**src/design/lhl_pkg.sv**
```systemverilog
// Shared types and constants for the level history LED renderer.
package lhl_pkg;

    // History storage geometry
    localparam int HIST_DEPTH = 32;
    localparam int AGE_W      = $clog2(HIST_DEPTH);
    localparam int GRID_SIZE  = 8;
    localparam int COORD_W    = $clog2(GRID_SIZE);
    localparam int BAR_TAPS   = 4;
    localparam int TAP_W      = $clog2(BAR_TAPS);
    localparam int GROUP_W    = AGE_W - TAP_W;

    // Level and arithmetic constants
    localparam int LVL_W      = 8;
    localparam int PEAK_W     = 16;
    localparam int PEAK_SHIFT = 6;
    localparam int FADE_BASE  = 32;
    localparam int FADE_SHIFT = 6;
    localparam int BAR_CLAMP  = 31;
    localparam int ROW_SHIFT  = 5;

    // Action codes; code 3 is unused and answers with value zero
    localparam logic [1:0] ACT_TICK   = 2'd0;
    localparam logic [1:0] ACT_RIPPLE = 2'd1;
    localparam logic [1:0] ACT_BAR    = 2'd2;

    typedef struct packed {
        logic [1:0]         action;
        logic [PEAK_W-1:0]  peak_level;
        logic [COORD_W-1:0] column;
        logic [COORD_W-1:0] row;
    } t_req;

    typedef struct packed {
        logic [LVL_W-1:0] value;
        logic [1:0]       kind;
    } t_rsp;

    // Read addresses from the datapath to the history store
    typedef struct packed {
        logic [AGE_W-1:0]   age_cur;
        logic [GROUP_W-1:0] group;
    } t_hist_addr;

    // Levels read back from the history store
    typedef struct packed {
        logic [LVL_W-1:0]                cur;
        logic [LVL_W-1:0]                prev;
        logic [BAR_TAPS-1:0][LVL_W-1:0]  bar;
    } t_hist_rd;

endpackage

```
**src/design/lhl_hist.sv**
```systemverilog
// Level history store: shift line indexed by age, newest level at age zero.
module lhl_hist (
    input  logic                     i_clk,
    input  logic                     i_rst_n,
    input  logic                     i_push,
    input  logic [lhl_pkg::LVL_W-1:0] i_level,
    input  lhl_pkg::t_hist_addr      i_addr,
    output lhl_pkg::t_hist_rd        o_rd
);

    logic [lhl_pkg::LVL_W-1:0] r_hist [lhl_pkg::HIST_DEPTH];

    // Shift in a new level on every tick; reset clears all history
    always_ff @(posedge i_clk) begin
        if (!i_rst_n) begin
            for (int i = 0; i < lhl_pkg::HIST_DEPTH; i++) begin
                r_hist[i] <= '0;
            end
        end else if (i_push) begin
            r_hist[0] <= i_level;
            for (int i = 1; i < lhl_pkg::HIST_DEPTH; i++) begin
                r_hist[i] <= r_hist[i-1];
            end
        end
    end

    // Ripple reads two neighboring ages, bar reads one aligned group
    always_comb begin
        o_rd.cur  = r_hist[i_addr.age_cur];
        o_rd.prev = r_hist[i_addr.age_cur + lhl_pkg::AGE_W'(1)];
        for (int k = 0; k < lhl_pkg::BAR_TAPS; k++) begin
            o_rd.bar[k] = r_hist[{i_addr.group, lhl_pkg::TAP_W'(k)}];
        end
    end

endmodule

```
**src/design/lhl_calc.sv**
```systemverilog
// Result datapath: tick scaling, ripple fade and bar sum for one request.
module lhl_calc (
    input  lhl_pkg::t_req             i_req,
    input  lhl_pkg::t_hist_rd         i_rd,
    output lhl_pkg::t_hist_addr       o_addr,
    output logic [lhl_pkg::LVL_W-1:0] o_level,
    output lhl_pkg::t_rsp             o_rsp
);

    localparam int PEAK_LVL_W = lhl_pkg::PEAK_W - lhl_pkg::PEAK_SHIFT;
    localparam int SQ_W       = 2 * lhl_pkg::COORD_W + 1;
    localparam int FADE_W     = $clog2(lhl_pkg::FADE_BASE + 1);
    localparam int PROD_W     = lhl_pkg::LVL_W + FADE_W;
    localparam int CLAMP_W    = $clog2(lhl_pkg::BAR_CLAMP + 1);
    localparam int SUM_W      = CLAMP_W + lhl_pkg::TAP_W;

    logic [lhl_pkg::COORD_W-1:0] dy;
    logic [PEAK_LVL_W-1:0]       peak_lvl;
    logic [SQ_W-1:0]             dist_sq;
    logic [lhl_pkg::AGE_W-1:0]   delay;
    logic [lhl_pkg::LVL_W-1:0]   rise;
    logic [FADE_W-1:0]           fade;
    logic [PROD_W-1:0]           prod;
    logic [lhl_pkg::LVL_W-1:0]   ripple_val;
    logic [lhl_pkg::LVL_W-1:0]   height;
    logic [lhl_pkg::LVL_W-1:0]   diff;
    logic [CLAMP_W-1:0]          clip [lhl_pkg::BAR_TAPS];
    logic [SUM_W-1:0]            bar_sum;

    // Tick: scale peak down and saturate at the top level
    assign peak_lvl = i_req.peak_level[lhl_pkg::PEAK_W-1:lhl_pkg::PEAK_SHIFT];
    assign o_level  = (peak_lvl > PEAK_LVL_W'((1 << lhl_pkg::LVL_W) - 1))
                    ? '1 : lhl_pkg::LVL_W'(peak_lvl);

    // Ripple delay grows with squared distance from the bottom-left corner
    assign dy      = lhl_pkg::COORD_W'(lhl_pkg::GRID_SIZE - 1) - i_req.row;
    assign dist_sq = SQ_W'(dy) * SQ_W'(dy)
                   + SQ_W'(i_req.column) * SQ_W'(i_req.column);
    assign delay   = lhl_pkg::AGE_W'(dist_sq >> 2) + lhl_pkg::AGE_W'(1);

    // History addresses: ripple reads age delay+1 and the age after it,
    // bar reads the aligned group counted back from the oldest column
    assign o_addr.age_cur = delay + lhl_pkg::AGE_W'(1);
    assign o_addr.group   = lhl_pkg::GROUP_W'(lhl_pkg::GRID_SIZE - 1) - i_req.column;

    // Ripple: rise over the previous level, faded by distance
    assign rise       = (i_rd.cur > i_rd.prev) ? (i_rd.cur - i_rd.prev) : '0;
    assign fade       = FADE_W'(lhl_pkg::FADE_BASE) - FADE_W'(delay);
    assign prod       = PROD_W'(rise) * PROD_W'(fade);
    assign ripple_val = lhl_pkg::LVL_W'(prod >> lhl_pkg::FADE_SHIFT);

    // Bar: each level above the row height, clamped, summed over the group
    assign height = {dy, lhl_pkg::ROW_SHIFT'(0)};
    always_comb begin
        diff    = '0;
        bar_sum = '0;
        for (int k = 0; k < lhl_pkg::BAR_TAPS; k++) begin
            diff    = (i_rd.bar[k] > height) ? (i_rd.bar[k] - height) : '0;
            clip[k] = (diff > lhl_pkg::LVL_W'(lhl_pkg::BAR_CLAMP))
                    ? CLAMP_W'(lhl_pkg::BAR_CLAMP) : CLAMP_W'(diff);
            bar_sum = bar_sum + SUM_W'(clip[k]);
        end
    end

    // Result select by action
    always_comb begin
        o_rsp.kind = i_req.action;
        case (i_req.action)
            lhl_pkg::ACT_TICK:   o_rsp.value = o_level;
            lhl_pkg::ACT_RIPPLE: o_rsp.value = ripple_val;
            lhl_pkg::ACT_BAR:    o_rsp.value = lhl_pkg::LVL_W'(bar_sum);
            default:             o_rsp.value = '0;
        endcase
    end

endmodule

```
**src/design/level_history_led_render.sv**
```systemverilog
// Top level of the level history LED renderer: request and result registers.
//
//  channel   | direction | handshake        | payload
//  ----------+-----------+------------------+------------------------------
//  request   | in        | i_valid/o_stall  | i_req (action, peak, col, row)
//  result    | out       | o_valid/i_stall  | o_rsp (value, kind)
//
// One request per cycle unless a stall holds the flow. A taken request loads
// the request register; its result loads the result register when the request
// advances, which a result-side stall can hold off. The history shift line is
// updated as a tick leaves the request register, so the very next request
// sees it. Reset clears all history and both registers' valid flags. A stall
// on the result side holds the result register and backs up into o_stall.
module level_history_led_render (
    input  logic            i_clk,
    input  logic            i_rst_n,
    input  logic            i_valid,
    output logic            o_stall,
    input  lhl_pkg::t_req   i_req,
    output logic            o_valid,
    input  logic            i_stall,
    output lhl_pkg::t_rsp   o_rsp
);

    logic                      r_req_valid;
    lhl_pkg::t_req             r_req;
    logic                      r_rsp_valid;
    lhl_pkg::t_rsp             r_rsp;
    logic                      out_blocked;
    logic                      advance;
    logic                      push;
    lhl_pkg::t_hist_addr       hist_addr;
    lhl_pkg::t_hist_rd         hist_rd;
    logic [lhl_pkg::LVL_W-1:0] level;
    lhl_pkg::t_rsp             calc_rsp;

    // Flow control
    assign out_blocked = r_rsp_valid && i_stall;
    assign advance     = r_req_valid && !out_blocked;
    assign o_stall     = r_req_valid && out_blocked;
    assign push        = advance && (r_req.action == lhl_pkg::ACT_TICK);

    // Request register
    always_ff @(posedge i_clk) begin
        if (!i_rst_n) begin
            r_req_valid <= 1'b0;
        end else if (!o_stall) begin
            r_req_valid <= i_valid;
        end
    end

    always_ff @(posedge i_clk) begin
        if (!o_stall && i_valid) begin
            r_req <= i_req;
        end
    end

    lhl_hist u_hist (
        .i_clk   (i_clk),
        .i_rst_n (i_rst_n),
        .i_push  (push),
        .i_level (level),
        .i_addr  (hist_addr),
        .o_rd    (hist_rd)
    );

    lhl_calc u_calc (
        .i_req   (r_req),
        .i_rd    (hist_rd),
        .o_addr  (hist_addr),
        .o_level (level),
        .o_rsp   (calc_rsp)
    );

    // Result register
    always_ff @(posedge i_clk) begin
        if (!i_rst_n) begin
            r_rsp_valid <= 1'b0;
        end else if (!out_blocked) begin
            r_rsp_valid <= r_req_valid;
        end
    end

    always_ff @(posedge i_clk) begin
        if (advance) begin
            r_rsp <= calc_rsp;
        end
    end

    assign o_valid = r_rsp_valid;
    assign o_rsp   = r_rsp;

    // Checks
    a_advance_shows: assert property (@(posedge i_clk) disable iff (!i_rst_n)
        advance |=> o_valid)
        else $error("request advanced but no result followed");

    a_ripple_range: assert property (@(posedge i_clk) disable iff (!i_rst_n)
        (o_valid && o_rsp.kind == lhl_pkg::ACT_RIPPLE) |-> (o_rsp.value <= 8'd123))
        else $error("ripple value out of range");

    a_bar_range: assert property (@(posedge i_clk) disable iff (!i_rst_n)
        (o_valid && o_rsp.kind == lhl_pkg::ACT_BAR) |-> (o_rsp.value <= 8'd124))
        else $error("bar value out of range");

    a_reset_empty: assert property (@(posedge i_clk)
        !i_rst_n |=> (!o_valid && !o_stall))
        else $error("registers not empty after reset");

endmodule

```
**config.mk**
```make
export PLATFORM = sky130hd
export DESIGN_NAME = level_history_led_render
export DESIGN_NICKNAME = d
export VERILOG_FILES = /design/src/design/lhl_pkg.sv /design/src/design/lhl_hist.sv /design/src/design/lhl_calc.sv /design/src/design/level_history_led_render.sv
export SDC_FILE = /design/constraint.sdc
export NUM_CORES = 1
export LEC_CHECK = 0
export BUFFER_PORTS_ARGS = -buffer_cell sky130_fd_sc_hd__buf_4
export CAP_MARGIN = 10
export CELL_PAD_IN_SITES_DETAIL_PLACEMENT = 0
export CELL_PAD_IN_SITES_GLOBAL_PLACEMENT = 1
export CORE_ASPECT_RATIO = 1.5
export CORE_MARGIN = 3
export CORE_UTILIZATION = 48
export CTS_CLUSTER_DIAMETER = 30
export DETAILED_ROUTE_END_ITERATION = 16
export PLACE_DENSITY_LB_ADDON = 0.1
export SYNTH_ARGS = -nofsm -noshare
export SYNTH_HDL_FRONTEND = slang
export SYNTH_SLANG_ARGS = --single-unit
```
**constraint.sdc**
```tcl
create_clock -name i_clk -period 9.65 [get_ports i_clk]
set_clock_uncertainty 0.1 [all_clocks]
set_input_delay 2.4125 -clock i_clk [delete_from_list [all_inputs] [get_ports i_clk]]
set_output_delay 2.4125 -clock i_clk [all_outputs]
set_load 0.01 [all_outputs]
```
### Word-level counts from Yosys, hierarchy flattened

Memory sizes are Yosys's and may differ from the RTL's.
Index checks and enable logic that the tools add are counted.
Widths: inputs -> output; s select.

| storage, ports and cells | value |
|---|---|
| flip-flop bits (word level) | 36 |
| logic and storage cells | 126 |
| output and inout port bits | 12 |
| memory bits (writable) | 256 |
| memories kept | 1 |
| bits of input ports | 28 |

Memories:

| name | depth | bits a word | rd ports | clocked after Yosys merged registers in | write ports | RTL line | text |
|---|---|---|---|---|---|---|---|
| u_hist.r_hist | 32 | 8 | 37 | 0 | 32 | lhl_hist.sv:11 | `logic [lhl_pkg::LVL_W-1:0] r_hist [lhl_pkg::HIST_DEPTH];` |

| cells by class | value |
|---|---|
| multiplexer cells | 47 |
| bitwise logic cells | 32 |
| reduce and logical (&&, ||, !) cells | 8 |
| $add $sub $neg | 15 |
| equal/unequal tests | 2 |
| $lt $le $gt $ge | 10 |
| multiply operators | 3 |

Operators by type and width:

| kind | count |
|---|---|
| $mux 8 | 38 |
| $gt 8x8->1 | 5 |
| $sub 8x8->8 | 5 |
| $gt 8x5->1 const B | 4 |
| $or 1x1->1 | 32 |
| $pmux 8 s3 | 1 |
| $mux 5 | 4 |
| $add 5x1->5 const B | 3 |
| $add 7x5->7 | 2 |
| $mul 8x6->14 | 1 |
| $mul 3x3->6 | 2 |
| $gt 10x8->1 const B | 1 |
| $add 6x6->7 | 1 |
| $add 5x5->6 | 1 |
| $sub 3x3->3 const A | 2 |
| $sub 6x5->6 const A | 1 |
| $logic_and 1x1->1 | 5 |
| $mux 1 | 4 |
| $eq 2x1->1 const B | 1 |
| $eq 2x2->1 const B | 1 |
| $logic_not 1->1 | 2 |
| $logic_not 2->1 | 1 |

### Longest topological paths before layout

Gate-level depths: netlist of the first run.
An unclocked memory read counts as a cell.

| logic depth | value |
|---|---|
| depth after elaboration | 11 |
| mapped depth | 44 |
| mapped depth without buffers | 36 |

### By module

From an unflattened synthesis of the first run, not the netlist that was laid out.

| second synthesis, totals | value |
|---|---|
| cell total of the unflattened synthesis | 1449 |
| area total of the unflattened synthesis | 20362.0 um^2 |

By module, submodules not included:

| module | times used | cells each | sequential area each (um^2) | area each (um^2) |
|---|---|---|---|---|
| lhl_hist | 1 | 968 | 7687.4 | 15777.6 |
| lhl_calc | 1 | 438 | 0.0 | 3463.3 |
| level_history_led_render | 1 | 43 | 1061.0 | 1121.1 |

### Worst setup path before layout of the first run

OpenSTA, ideal clock, no wires.

| timing | value |
|---|---|
| path type | reg2reg |
| start | reg r_req[4] in the netlist's numbering |
| end | reg r_rsp (netlist bit o_rsp[7]), data pin |
| period minus slack after synthesis | 10.409 ns |
| setup slack | -0.759 ns |
| data required time | 9.278 ns |
| cell stages (with the launch flop) | 39 |
| setup time | 0.272 ns |
| path buffers | 10 |
| arrival time | 10.037 ns |
| path through | edfxtp_1 -> clkbuf_1 -> buf_2 -> buf_2 -> buf_2 -> buf_1 -> nor2b_1 -> ha_1 -> ha_1 -> buf_2 -> buf_2 -> clkinv_1 -> ha_1 -> buf_2 -> buf_2 -> buf_1 -> mux4_2 -> mux4_2 -> [... 3 more ...] -> a21oi_1 -> o221ai_1 -> o21a_1 -> nand3b_1 -> nor2_1 -> fa_1 -> fa_1 -> inv_1 -> fa_1 -> inv_1 -> ha_1 -> a21o_1 -> a21o_1 -> a2111oi_0 -> nor2b_1 -> a221oi_1 -> xnor2_1 -> o31ai_1 |

RTL lines:

| what | RTL line | text |
|---|---|---|
| from (decl) | level_history_led_render.sv:26 | `lhl_pkg::t_req r_req;` |
| from (signal assigned) | level_history_led_render.sv:54 | `r_req <= i_req;` |
| to (signal assigned) | level_history_led_render.sv:86 | `r_rsp <= calc_rsp;` |
| to (decl) | level_history_led_render.sv:28 | `lhl_pkg::t_rsp r_rsp;` |

==> results.md, run 1 <==
* H-tree levels at 2
* Initial antenna violation count at 2
* CP required at 9960 ps
* Input/output buffers at 33
* Post-synth EDFFs at roughly 280
* Core area at ~42000 um^2
* Critical path arrival at 9620 ps
* Slew margin rel. at 0.203
* Max-slew violations at 0
* Gr ovfl total at 0
* Placed Cells at roughly 2200
* Starting density of the core at 0.486
* Syn Nets at 1763
* CP Class: reg -> reg
* Setup slack, reg-to-reg at between 300 and 400 ps
* Tcrit/Tclk final at 0.965
* Nets@finish at approximately 1800
* Unique masters post-synth at 67
* Die height at 259 um
* Hold endpoint: o_valid
* Register bit total from synthesis at approximately 290
* Synth top area cells: edfxtp_1, mux4_2, and2_1
* Final setup vio count at 0
* Pin count of the biggest net entering global routing at 170
* Worst skew pair latency at approximately 600 ps
* Async S/R FF share, synth at 0
* Worst Hold Depth at 2
* Post-DP HPWL at 38.6 mm
* Status: complete, no violations
* Netlist Area Pre-Place at between 20000 and 25000 um^2
* Post-route design area at about 24000 um^2
* CP max FO at 8
* Vias per inst at around 6
* Root buf cell: clkbuf_16
* Max-cap violation count at 0
* Crit path launch type: flip-flop
* Drt drc at 0
* Longest Clk Path Bufs at 3
* Via count at ~14000
* Pre-antenna DRT Iters at 5
* FF+latch area at 8570 um^2
* Reg2reg start: r_req[4]
* Footprint of the multi-input gates at ~11000 um^2
* Crit path max-delay cell type: fa_2
* Fmax at ~0.11 GHz
* Drt total wl at between 50 and 60 mm
* Io pins at 40
* Die area at about 45000 um^2
* Cts bufs inserted at 55
* Die width at around 170 um
* Worst Hold Class: reg -> reg
* Ys flop type: edfxtp_1
* Ys Warns at 0
* Layout cells sized above 1 at 0.275
* Site Rows at 92
* CTS tree: yes
* Placed Area at between 20000 and 25000 um^2
* Reg2Reg Depth at 36
* Clk slew on worst S/H paths at 50 ps
* Post-Syn Area per Cell at 12.5 um^2
* Fillers at approximately 3600
* HP Start: r_req_valid
* Global-route wire length before repair at around 86 mm
* Crit path largest cell delay at roughly 690 ps
* Antenna Violating Nets Remaining at 0
* Final Hold Fails at 0
* Critical R2R Capture: o_rsp[6]
* GP Congestion at ~0.86
* Worst slew pin tran at about 1200 ps
* Most area-hungry cell type in the Yosys netlist: edfxtp_1
* Endpoint type of the worst setup path: flip-flop
* Register area share after synthesis at 0.419
* Final Critical Period at 9310 ps
* Post-CTS Hold Fix Bufs at 0
* Total global-route track usage at 0.248
* Wire length per cell at roughly 24 um
* Mapped Cells at about 1600
* Final Non-Filler Cells at roughly 2300
* Top cell type's share of synthesized area at 0.417
* P&R area growth vs syn at 17.0%
* Vias in the first global route at 14100
* Clk sink count at 286
* Starting DRT DRC Count at between 800 and 900
cell usage after synthesis (all sizes together) (4+ instances only):
cell type	number
a21o	19
a21oi	100
and2	251
and3	9
buf	58
clkbuf	56
edfxtp	284
fa	38
ha	59
inv	64
mux2	64
mux2i	81
mux4	154
nand2	28
nand2b	7
nand3	36
nand3b	4
nand4	11
nor2	120
nor2b	12
nor3	10
o2111ai	16
o211ai	21
o21a	5
o21ai	33
o22ai	8
or2	9
or3	12
xnor2	22
xor2	13
flip-flops by register name, indices dropped and copies added (netlist names):
signal         flops
o_valid            1
u_hist.r_hist    256
o_rsp             10
r_req_valid        1
r_req             18
worst max path at each step:
stage	depth (start not counted)	slack [ps]	to	start
2_1_floorplan	40	-10	o_rsp[6]	r_req[4]
3_3_place_gp	35	170	o_rsp[6]	r_req[4]
3_5_place_dp	35	170	o_rsp[9]	r_req[4]
4_1_cts	35	90	o_rsp[6]	r_req[4]
5_1_grt	37	-20	o_rsp[7]	r_req[4]
6_report	36	340	o_rsp[6]	r_req[4]
area by class of cell:
class | instances | area share
multi-input combinational | 1173 | 0.475
clock inverter | 44 | 0.0196
antenna | 1 | 0.000105
clock buffer | 60 | 0.0584
inverter | 65 | 0.0102
tap | 564 | 0.0295
sequential | 286 | 0.358
timing repair buffer | 127 | 0.0485
cell families (layout without fill, tap and decap cells):
family | Yosys count | after routing | synth area share
mux | 299 | 299 | 0.245
flops | 286 | 286 | 0.419
xor+xnor | 35 | 35 | 0.0187
buf+inv | 179 | 296 | 0.0362
compound gates | 226 | 226 | 0.0698
fa+ha+maj | 97 | 97 | 0.0733
other cells | 0 | 1 | 0
simple gates | 516 | 516 | 0.138
worst max-delay path, delay by kind of cell, from the launching register on:
kind	cells	cell delay (ps)
AO/OA/AOI/OAI	13	2200
AND/OR/NAND/NOR	5	970
XOR/XNOR	2	490
multiplexers	2	720
adder cells (fa/ha/maj)	10	3820
flip-flops	1	380
buffers and inverters	4	430
what timing repair did:
action                                  4_1_cts  5_1_grt
endpoints found under the setup margin        0        6
resized for setup                             0       35
setup buffers                                 0       13
layer usage:
metal  share of wire  global-route usage  wire (um)  vias to the layer above
li1                -                   -          -                     6355
met1            0.40               0.307      21900                     7026
met2            0.51               0.429      28300                      333
met3           0.045              0.0378       2480                      141
met4           0.048               0.111       2650                        2
met5         0.00022                   0         12                        -
placed cells by master (no fill, tap or decap), types with 7 or more instances in the layout:
| master | count |
|---|---|
| xnor2_1 | 15 |
| or3_1 | 12 |
| nor3_1 | 8 |
| nand4_1 | 11 |
| o211ai_1 | 21 |
| nor2b_1 | 11 |
| mux4_2 | 154 |
| edfxtp_1 | 284 |
| a21oi_1 | 97 |
| mux2i_1 | 81 |
| o22ai_1 | 8 |
| fa_1 | 37 |
| nand3_1 | 34 |
| o21ai_1 | 8 |
| and3_1 | 8 |
| ha_1 | 55 |
| nor2_1 | 118 |
| nand2b_1 | 7 |
| clkbuf_16 | 55 |
| a21o_1 | 19 |
| inv_6 | 11 |
| nand2_1 | 23 |
| inv_1 | 64 |
| buf_12 | 15 |
| mux2_1 | 8 |
| o2111ai_1 | 13 |
| xor2_1 | 11 |
| and2_1 | 251 |
| clkinv_1 | 7 |
| or2_2 | 9 |
| o21ai_0 | 24 |
| buf_4 | 108 |
| mux2_2 | 56 |
through the flow:
stage	utilization	setup slack (ps)	TNS, ps	hold slack, ps
finish	0.569	341	0	405
floorplan	-	-10.6	-15.3	324
CTS	0.562	90.6	0	414
global placement	0.518	174	0	383
global route	0.569	-19.0	-32.9	465
detailed placement	0.518	174	0	398
Power of run 1 is left out: the tool's default activity adds up to more than one toggle a clock period on the data nets, which glitch-free logic cannot reach.
==> run 2, diff against run 1 <==
==> constraint.sdc (replaced) <==
create_clock -name i_clk -period 9.65 [get_ports i_clk]
set_clock_uncertainty 0.1 [all_clocks]
set_input_delay 1.93 -clock i_clk [delete_from_list [all_inputs] [get_ports i_clk]]
set_output_delay 1.93 -clock i_clk [all_outputs]
set_load 0.01 [all_outputs]
==> run 2 against run 1 <==
Effect of this change:
- setup slack gained 16 ps
- sequential cell count is the same
- sequential share of layout area grew 0.24 points
- wire length shrank 0.82%
==> results.md, run 2 (synthesis results as in run 1) <==
* Clk sink count at 286 (unchanged)
* Tcrit/Tclk final at 0.963 (was 0.965)
* Gr ovfl total at 0 (unchanged)
* Post-Place Setup Slack at 75.9 ps (was 174 ps)
* Vias in the first global route at 14100 (about the same)
* GP Congestion at 0.879 (was 0.862)
* CP Class: reg -> reg (unchanged)
* Critical path arrival at 9630 ps (was 9620 ps)
* Pre-antenna DRT Iters at 5 (unchanged)
* Global-route wire length before repair at 85.0 mm (was 85.5 mm)
* Drt drc at 0 (unchanged)
* Max-cap violation count at 0 (unchanged)
* Die height at 259 um (unchanged)
* CP required at 9990 ps (was 9960 ps)
* Footprint of the multi-input gates at 11300 um^2 (was 11400 um^2)
* Post-DP HPWL at 38.6 mm (about the same)
* Drt total wl at 55.0 mm (was 55.4 mm)
* Starting density of the core at 0.486 (unchanged)
* Post-CTS Hold Fix Bufs at 0 (unchanged)
* Top flop regs: u_hist.r_hist: 256 flops, r_req: 18 flops, o_rsp: 10 flops (unchanged)
* Reg with most FFs: u_hist.r_hist (unchanged)
* Crit path largest cell delay at 590 ps (was 690 ps)
* Max FFs per register at 256 (unchanged)
* Endpoint type of the worst setup path: flip-flop (unchanged)
* Final Hold Fails at 0 (unchanged)
* Via count at 13800 (was 13900)
* WHS at 420 ps (was 405 ps)
* Crit path launch type: flip-flop (unchanged)
* Longest Clk Path Bufs at 3 (unchanged)
* FF+latch area at 8570 um^2 (unchanged)
* Layout cells sized above 1 at 0.268 (was 0.275)
* Clk slew on worst S/H paths at 50 ps (about the same)
* Placed Cells at 2199 (was 2202)
* Total global-route track usage at 0.245 (was 0.248)
* H-tree levels at 2 (unchanged)
* Worst Slack Setup Final at 358 ps (was 341 ps)
* Slew margin rel. at 0.190 (was 0.203)
* Pin count of the biggest net entering global routing at 137 (was 170)
* Crit path max-delay cell type: fa_2 (unchanged)
* Die width at 174 um (unchanged)
* Site Rows at 92 (unchanged)
* Fillers at 3490 (was 3555)
* Final Non-Filler Cells at 2309 (was 2320)
* Antenna Violating Nets Remaining at 0 (unchanged)
* CTS tree: yes (unchanged)
* Initial antenna violation count at 0 (was 2)
* Max-slew violations at 0 (unchanged)
* Starting DRT DRC Count at 1031 (was 887)
* Commonest non-fill, non-tap cell in the layout: edfxtp_1 (unchanged)
* Status: complete, no violations (unchanged)
* Root buf cell: clkbuf_16 (unchanged)
* Placed Area at 21700 um^2 (was 21800 um^2)
* Vias per inst at 5.99 (was 5.97)
* Cts bufs inserted at 56 (was 55)
* Total inserted antenna cells at 0 (was 1)
* CP max FO at 6 (was 8)
* Worst Hold Class: reg -> reg (unchanged)
* Final setup vio count at 0 (unchanged)
* P&R area growth vs syn at 16.2% (was 17.0%)
* Post-route design area at 23700 um^2 (was 23900 um^2)
* Nets@finish at 1824 (was 1833)
* Worst skew pair latency at 580 ps (was 600 ps)
* Fmax at 0.108 GHz (was 0.107 GHz)
* Final Critical Period at 9290 ps (was 9310 ps)
* Wire length per cell at 23.8 um (was 23.9 um)
* Input/output buffers at 33 (unchanged)
* Core area at 42000 um^2 (unchanged)
* Io pins at 40 (unchanged)
* Most frequent cells in the layout: edfxtp_1, and2_1, mux4_2 (unchanged)
* Worst slew pin tran at 1220 ps (was 1190 ps)
* Die area at 45100 um^2 (unchanged)
==> run 2: worst max-delay path: cells and delay by family (launching register included) <==
kind | cells | cell delay [ps]
adder cells (fa/ha/maj) | 10 | 3730
AO/OA/AOI/OAI | 15 | 2540
multiplexers | 2 | 730
AND/OR/NAND/NOR | 3 | 720
XOR/XNOR | 2 | 470
buffers and inverters | 4 | 450
flip-flops | 1 | 400
==> run 2: layout make-up <==
cell class	count	share of cell area
inverter	65	0.0103
sequential	286	0.361
multi-input combinational	1173	0.476
clock inverter	42	0.0188
clock buffer	62	0.0609
tap	564	0.0297
timing repair buffer	117	0.0431
==> run 2: per-stage QoR <==
step / util / setup TNS, ps
after floorplan: - / -15.3
after global placement: 0.516 / 0
after detailed placement: 0.516 / 0
after CTS: 0.561 / 0
after global routing: 0.565 / -24.1
final: 0.565 / 0
==> run 2: worst paths after layout <==
path | endpoint | startpoint | cells past startpoint | slack [ps]
worst max-delay path | o_rsp[6] | r_req[4] | 36 | 360
worst min-delay path | o_valid | r_req_valid | 2 | 420
worst min register to register | o_valid | r_req_valid | 2 | 420
worst max register to register | o_rsp[6] | r_req[4] | 36 | 360
==> run 2: per-layer routing <==
layer | wire, um | vias up | global-route usage | part of all wire
met5 | 0 | - | 0 | 0
met4 | 2300 | 0 | 0.100 | 0.042
met3 | 2850 | 130 | 0.0378 | 0.052
met2 | 28200 | 378 | 0.429 | 0.51
met1 | 21600 | 7005 | 0.304 | 0.39
li1 | - | 6324 | - | -
==> run 2: what timing repair did <==
action	4_1_cts	5_1_grt
setup buffers	0	6
gates resized for setup	0	22
endpoints found under the setup margin	0	6
Power of run 2 is left out for the same reason.
